==> src/hdl/assert_macros.svh <==
// ----------------------------------------------------------------------------
// Assertion macros
// Shared forms for the concurrent checks of the order book matcher.
// ----------------------------------------------------------------------------
`ifndef ASSERT_MACROS_SVH
`define ASSERT_MACROS_SVH

// Property must hold at every clock edge outside reset.
`define ASSERT_HOLDS(label, clk, rst, prop) \
   label: assert property (@(posedge clk) disable iff (rst) prop) \
      else $error("assertion failed");

// Expression must never be true outside reset.
`define ASSERT_NEVER(label, clk, rst, expr) \
   label: assert property (@(posedge clk) disable iff (rst) !(expr)) \
      else $error("forbidden condition seen");

`endif

==> src/hdl/lobm_pkg.sv <==
// ----------------------------------------------------------------------------
// lobm_pkg
// Types, codes and defaults shared by the order book matcher modules.
// ----------------------------------------------------------------------------
package lobm_pkg;

   localparam int PRICE_LEVELS_DEF = 1024;
   localparam int ORDER_SLOTS_DEF  = 1024;

   localparam logic CMD_ADD   = 1'b0;
   localparam logic CMD_MATCH = 1'b1;

   localparam logic SIDE_BID = 1'b0;
   localparam logic SIDE_ASK = 1'b1;

   localparam logic [2:0] ST_ADDED    = 3'd0;
   localparam logic [2:0] ST_WRONG    = 3'd1;
   localparam logic [2:0] ST_FULL     = 3'd2;
   localparam logic [2:0] ST_TRADE    = 3'd3;
   localparam logic [2:0] ST_NO_CROSS = 3'd4;

   typedef struct packed {
      logic        cmd;
      logic [15:0] order_symbol;
      logic        side;
      logic [9:0]  price_tick;
      logic [31:0] quantity;
   } req_type;

   typedef struct packed {
      logic [2:0]  status;
      logic [31:0] trade_qty;
      logic        bid_valid;
      logic [9:0]  best_bid;
      logic        ask_valid;
      logic [9:0]  best_ask;
      logic [39:0] bid_liquidity;
      logic [39:0] ask_liquidity;
   } rsp_type;

   // operation on one side's occupancy bitmap
   typedef struct packed {
      logic set;
      logic clr;
      logic search;
   } bm_op_type;

endpackage

==> src/hdl/lobm_best.sv <==
// ----------------------------------------------------------------------------
// lobm_best
// Two-level occupancy bitmap of one book side: a row memory of 32-bit words
// and a summary bit per row. Sets and clears levels, finds the best level.
// ----------------------------------------------------------------------------
module lobm_best #(
   parameter int PRICE_LEVELS = lobm_pkg::PRICE_LEVELS_DEF,
   parameter bit HIGHEST      = 1'b1
) (
   input  logic                            clock,
   input  logic                            reset,
   input  lobm_pkg::bm_op_type             op_i,
   input  logic [$clog2(PRICE_LEVELS)-1:0] tick_i,
   output logic                            occ_o,
   output logic                            found_o,
   output logic [$clog2(PRICE_LEVELS)-1:0] best_o
);

   localparam int LW   = $clog2(PRICE_LEVELS);
   localparam int ROWS = (PRICE_LEVELS + 31) / 32;
   localparam int RW   = (ROWS > 1) ? $clog2(ROWS) : 1;

   logic [31:0]         row_mem [ROWS];
   logic [ROWS-1:0]     summary_ff, summary_in;
   logic [31:0]         rd_ff;
   lobm_pkg::bm_op_type op_ff;
   logic [RW-1:0]       row_ff;
   logic [4:0]          bit_ff;
   logic                found_ff;

   logic [RW-1:0] pick_row;
   logic          pick_any;
   logic [RW-1:0] rd_row;
   logic [31:0]   row_data;
   logic [31:0]   row_new;
   logic [4:0]    pick_bit;
   logic          op_any;

   // best non-empty row from the summary
   always_comb begin
      pick_row = '0;
      pick_any = 1'b0;
      for (int i = 0; i < ROWS; i++) begin
         if (summary_ff[HIGHEST ? i : ROWS - 1 - i]) begin
            pick_row = RW'(HIGHEST ? i : ROWS - 1 - i);
            pick_any = 1'b1;
         end
      end
   end

   assign op_any   = op_i.set | op_i.clr | op_i.search;
   assign rd_row   = op_i.search ? pick_row : RW'(tick_i >> 5);
   assign row_data = summary_ff[row_ff] ? rd_ff : '0;
   assign row_new  = op_ff.set ? (row_data | (32'd1 << bit_ff))
                               : (row_data & ~(32'd1 << bit_ff));

   // best bit within the fetched row
   always_comb begin
      pick_bit = '0;
      for (int i = 0; i < 32; i++) begin
         if (row_data[HIGHEST ? i : 31 - i]) begin
            pick_bit = 5'(HIGHEST ? i : 31 - i);
         end
      end
   end

   always_comb begin
      summary_in = summary_ff;
      if (op_ff.set || op_ff.clr) begin
         summary_in[row_ff] = |row_new;
      end
   end

   always_ff @(posedge clock) begin
      if (op_any) begin
         rd_ff <= row_mem[rd_row];
      end
      if (op_ff.set || op_ff.clr) begin
         row_mem[row_ff] <= row_new;
      end
   end

   always_ff @(posedge clock) begin
      if (reset) begin
         op_ff      <= '0;
         summary_ff <= '0;
      end else begin
         op_ff      <= op_i;
         summary_ff <= summary_in;
      end
   end

   always_ff @(posedge clock) begin
      if (op_any) begin
         row_ff   <= rd_row;
         bit_ff   <= 5'(tick_i);
         found_ff <= pick_any;
      end
   end

   assign occ_o   = row_data[bit_ff];
   assign found_o = found_ff;
   assign best_o  = LW'({row_ff, pick_bit});

endmodule

==> config.mk <==
export PLATFORM = sky130hd
export DESIGN_NAME = lobm_best
export DESIGN_NICKNAME = d
export VERILOG_FILES = /design/src/hdl/assert_macros.svh /design/src/hdl/lobm_pkg.sv /design/src/hdl/lobm_best.sv
export SDC_FILE = /design/constraint.sdc
export NUM_CORES = 2
export LEC_CHECK = 0
export ABC_AREA = 1
export BUFFER_PORTS_ARGS = -buffer_cell sky130_fd_sc_hd__buf_4
export CORE_MARGIN = 4
export CORE_UTILIZATION = 30
export DETAILED_ROUTE_END_ITERATION = 16
export SETUP_SLACK_MARGIN = 0.15
export SYNTH_ARGS = -nofsm -noshare
export SYNTH_HDL_FRONTEND = slang
export SYNTH_SLANG_ARGS = --single-unit
export TNS_END_PERCENT = 1
==> constraint.sdc <==
create_clock -name clock -period 9.9 [get_ports clock]
set_input_delay 0.495 -clock clock [delete_from_list [all_inputs] [get_ports clock]]
set_output_delay 0.495 -clock clock [all_outputs]
set_load 0.05 [all_outputs]
# Word-level counts from Yosys, hierarchy flattened
# Memories as Yosys holds them, arrays and structs flattened. A register that Yosys moved wholly into a read port is not among the register bits.
# Cells that the tools add are included.
# Widths: inputs -> output; s select.
[classes] reduce_logical=4 muxes=75 n_bitwise=5 shift=1 magnitude_cmp=3
[ops] operator="$mux 5" n=61
[ops] operator="$mux 32" n=2
[ops] operator="$and 32x32->32" n=1
[ops] operator="$bwmux 32" n=1
[ops] operator="$not 32->32" n=1
[ops] operator="$or 32x32->32" n=1
[ops] operator="$reduce_or 32->1" n=1
[ops] operator="$shl 1x5->32 const A" n=1
[ops] operator="$reduce_or 31->1" n=1
[ops] operator="$lt 5x6->1 const B" n=2
[ops] operator="$bmux 1 s5" n=2
[ops] operator="$mux 1" n=8
[ops] operator="$demux 1 s5" n=1
[ops] operator="$ge 5x1->1 const B" n=1
[ops] operator="$or 1x1->1" n=2
[ops] operator="$logic_and 1x1->1" n=1
[ops] operator="$logic_or 1x1->1" n=1
[word_totals] ramBits=1024 memories=1 inputBits=15 register_bits=45 output_inout_bits=12 elab_cells=95
[mem_list] name="row_mem" words=32 word_bits=32 rd=1 rd_clocked_by_memory_dff=1 write_ports=1 line_no="lobm_best.sv:23" rtl="logic [31:0] row_mem [ROWS];"

# Logic depth before layout (Yosys ltp)
[logic_depth] depth_word=34 depth_mapped=41 mapped_depth_nobuf=39

# Least setup slack after synthesis
# OpenSTA, ideal clock, no wires.
[synth_timing] path_kind="reg2reg" from="register row_ff[0]" to="register summary_ff[19]" path_buffers=2 t_required_ns=9.844 path_slack_ns=5.904 path_stages_with_launch=16 period_less_slack_ns=3.996 arrival_ns=3.940 setup_time_ns=0.056 path_cell_list="edfxtp_1 nand2_1 o22ai_1 o21ai_0 nand2_1 nor2_1 nand2_2 buf_2 nand2_1 o21ai_0 nor4_1 nand4_1 or2_1 buf_2 o21ai_1 inv_1"
[synth_between] elab_chain_cells=7 elab_cells_between_ends=13 cone_classes="2 x order compare; 7 x mux; 2 x bitwise; 2 x reduce/logical"
[synth_rtl] element="from (decl)" line_no="lobm_best.sv:27" rtl="logic [RW-1:0] row_ff;"
[synth_rtl] element="from (signal assigned)" line_no="lobm_best.sv:95" rtl="row_ff <= rd_row;"
[synth_rtl] element="$bmux 1 s5 (*)" line_no="lobm_best.sv:53" rtl="assign row_data = summary_ff[row_ff] ? rd_ff : '0;"
[synth_rtl] element="$mux 1 (not written as such) (*)" line_no="lobm_best.sv:53"
[synth_rtl] element="$mux 32 (*)" line_no="lobm_best.sv:53"
[synth_rtl] element="$and 32x32->32 or $or 32x32->32 (tied branches)" line_no="lobm_best.sv:55, lobm_best.sv:54"
[synth_rtl] element="$mux 32 (*)" line_no="lobm_best.sv:54" rtl="assign row_new = op_ff.set ? (row_data | (32'd1 << bit_ff))"
[synth_rtl] element="via row_new[20]" line_no="lobm_best.sv:35" rtl="logic [31:0] row_new;"
[synth_rtl] element="$reduce_or 32->1 (*)" line_no="lobm_best.sv:70" rtl="summary_in[row_ff] = |row_new;"
[synth_rtl] element="$bwmux 32 (*)" line_no="lobm_best.sv:70"
[synth_rtl] element="to (signal assigned)" line_no="lobm_best.sv:89" rtl="summary_ff <= summary_in;"
[synth_rtl] element="to (decl)" line_no="lobm_best.sv:24" rtl="logic [ROWS-1:0] summary_ff, summary_in;"
# The timed path passes the listed nets; every way through them passes the cells marked *. The select of a mux whose other input is x is not followed.
# A chain may end at the register's enable or synchronous reset.

# Worst setup path in the final report
[layout_timing] from="register row_ff[3]" to="output best_o[0]"
[layout_between] elab_chain_cells=34
[layout_rtl] element="$bmux 1 s5 (*)" line_no="lobm_best.sv:53"
[layout_rtl] element="$mux 1 (not written as such) (*)" line_no="lobm_best.sv:53"
[layout_rtl] element="$mux 32 (*)" line_no="lobm_best.sv:53"
[layout_rtl] element="$mux 1" line_no="lobm_best.sv:61" rtl="if (row_data[HIGHEST ? i : 31 - i]) begin"
[layout_rtl] element="$mux 5 (29 in a row)" line_no="lobm_best.sv:61"
[layout_rtl] element="$mux 5 (*)" line_no="lobm_best.sv:61"
[layout_rtl] element="to (decl)" line_no="lobm_best.sv:16" rtl="output logic [$clog2(PRICE_LEVELS)-1:0] best_o"
# Mark *: on every way between the ends. The rest lies on a longest branch, timed or not. The select of a mux whose other input is x is not followed.

==> results by group <==
Run status
  • Outcome: finished clean

GRT
  • Total track usage: 0.164
  • Largest net degree at the start of global routing: 210
  • First-pass GRT wire length: 217000 microns
  • GRT overflow: 0
  • Vias in the first global route: 33200
  • Antenna violations before repair: 1

Synthesis
  • Synth Cell Area: 49800 sq um
  • Post-synth EDFFs: 1067
  • Synth warnings: 0
  • Synth top area cells: edfxtp_1 (64%), nand3_1 (11%), inv_1 (6.3%), nand2_1 (6.2%), nand3b_1 (4.8%)
  • Top-area cell type share of the netlist area: 0.643
  • Syn Nets: 4822
  • Post-Synthesis Cells: 4807
  • Synth async-reset ratio: 0
  • Synth top cells by count: nand3_1 (1128), edfxtp_1 (1067), inv_1 (831), nand2_1 (819), nand3b_1 (320)
  • Post-synthesis sequential area ratio: 0.657
  • Ys flop type: edfxtp_1
  • Flops & latches, synth: 1101
  • Cell taking the most area after synthesis: edfxtp_1
  • Most frequent cell after synthesis: nand3_1
  • Avg Synthesized Cell Area: 10.4 sq um
  • Synth cell types: 34

Clock tree
  • Reg clk slew, reported paths: 0.06 ns
  • H-Tree Depth: 3
  • PostCTS Resize Cnt: 0
  • # Post-CTS Setup Buffers: 0
  • Hold_buf cts: 3
  • TritonCTS clock tree: done
  • CTS sink count: 1101
  • Num CTS Buffers: 110
  • Clock latency on the worst-skew pair: 0.71 ns
  • CTS root buffer: clkbuf_16
  • Clock Path Buffers: 3

Run
  • Max Cap Viol: 0

STA
  • RSZ-0062 raised after global routing: no
  • Pins over their slew limit: 0
  • Sum of negative setup slack: 0 ns
  • Layout Skew: 0.0214 ns
  • Maximum clock rate: 182 MHz
  • Worst slew margin: 0.191
  • Final setup violation count: 0
  • Period minus WS final: 5.50 ns
  • Fin crit share: 0.556
  • Hold Violations, Final: 0
  • Worst-margin pin slew: 1.21 ns

Finish
  • Final instance area: 56200 sq um
  • Layout area overhead: 12.8%
  • Fill cells: 16400
  • Finished Layout Cells: 7022
  • Final net count: 4752
  • Layout cells sized above 1: 0.0749

Floorplanning
  • Top Ports: 27
  • DIE AREA: 173000 sq um
  • Die Ht: 416 microns
  • Row count: 149
  • Core footprint: 165000 sq um
  • Initial core utilization: 0.302
  • Die Width: 416 microns

Setup path
  • Req. time, crit path: 9.41 ns
  • Crit Path Max Fanout: 37
  • CP endpoint kind: output pin
  • CP max stage cell: edfxtp_1
  • Most frequent CP cell: nand2_1
  • Worst r2r src: summary_ff[2]
  • Critical Path AT: 5.00 ns
  • CP max stage delay: 0.53 ns
  • Crit path from: row_ff[3]
  • Worst Setup Path Type: reg2out
  • Startpoint types: flip-flop

Pwr
  • VDD IR max: 0.000125 V
  • Total power: 11.7 mW
  • PwrDens: 208 nW/um^2
  • Lkg Pwr: 22.5 nW

Hold path
  • Worst hold path class: in2reg
  • HP Start: tick_i[0]

Placed design
  • Placement-stage cell area: 52600 sq um
  • Number of I/O port buffers: 26
  • Global placer's final weighted congestion: 0.855
  • Dpl hpwl: 75200 microns
  • Dpl cells: 6809

Drt
  • Via count: 35000
  • Antenna Violating Nets Remaining: 0
  • 1st-iter DRT viols: 3761
  • Residual DRC count: 0
  • Via/cell ratio: 4.99
  • Total routed wirelength: 146000 microns
  • 1st-pass router iterations: 12
  • Routed len/inst: 20.8 microns
-- flip-flops by register name, summed over array words and instances, names as in the netlist --
register    cells
row_ff          5
bit_ff          5
summary_ff     32
row_mem      1024
found_o         1
rd_ff          32
op_ff           2
-- where the power goes --
| part | internal, mW | switching (mW) |
|---|---|---|
| clock | 2.37 | 1.79 |
| sequential | 5.29 | 0.0980 |
| combinational | 0.551 | 1.59 |
-- metrics by stage --
step	util	hold WS, ns	worst slack [ns]
5_1_grt	0.341	0.000429	3.87
2_1_floorplan	-	0.543	5.90
3_3_place_gp	0.319	0.564	4.66
3_5_place_dp	0.319	0.570	4.69
4_1_cts	0.340	0.00762	4.37
6_report	0.341	0.0292	4.40
-- placed cells by master (no fill, tap or decap), types with 8 or more instances in the layout --
| cell | n |
|---|---|
| nand3_1 | 1127 |
| edfxtp_1 | 1067 |
| inv_1 | 828 |
| nand2_1 | 819 |
| nand3b_1 | 320 |
| clkbuf_16 | 114 |
| buf_4 | 105 |
| nor2_1 | 72 |
| a21oi_1 | 39 |
| dfxtp_1 | 34 |
| o21ai_1 | 33 |
| nor2_4 | 32 |
| clkinv_2 | 27 |
| clkbuf_1 | 24 |
| a21oi_2 | 20 |
| o21ai_0 | 19 |
| clkinv_1 | 19 |
| nor3_1 | 16 |
| nor4_1 | 13 |
| o22ai_1 | 13 |
| bufinv_16 | 8 |
-- critical path, delay by kind of cell (launching register included) --
family,cells,cell delay (ns)
DFF,1,0.53
AOI/OAI and AO/OA,1,0.27
and+or+nand+nor,34,2.69
buffers and inverters,3,0.78
-- area by class of cell --
class,instances,area (sq um),share of cell area
clock buffers,147,3050,0.0542
inverters,837,3160,0.0561
well taps,2189,2740,0.0487
repair buffers,116,968,0.0172
clock inverters,60,507,0.00902
diodes,1,2.50,0.0000445
multi-input cells,2571,13100,0.232
flip-flops and latches,1101,32700,0.582
-- worst paths after layout --
check,slack (ns),cells after the start,endpoint
max,4.40,38,best_o[0]
min,0.03,1,bit_ff[0]
max reg2reg,4.73,40,rd_ff[10]
min reg2reg,0.59,4,summary_ff[0]
-- cell families after synthesis --
| kind of cell | Yosys count | synth area share |
|---|---|---|
| AOI/OAI and AO/OA | 155 | 0.0169 |
| buffers and inverters | 1135 | 0.0900 |
| DFF | 1101 | 0.657 |
| and+or+nand+nor | 2416 | 0.236 |
-- layer usage --
metal	global-route usage	wire [microns]	vias up
li1	-	-	16100
met2	0.268	68200	1292
met1	0.224	62700	17400
met4	0.0581	5380	0
met3	0.0229	10100	247
met5	0	0	-
Note: power is estimated with default switching activity, not from simulation.
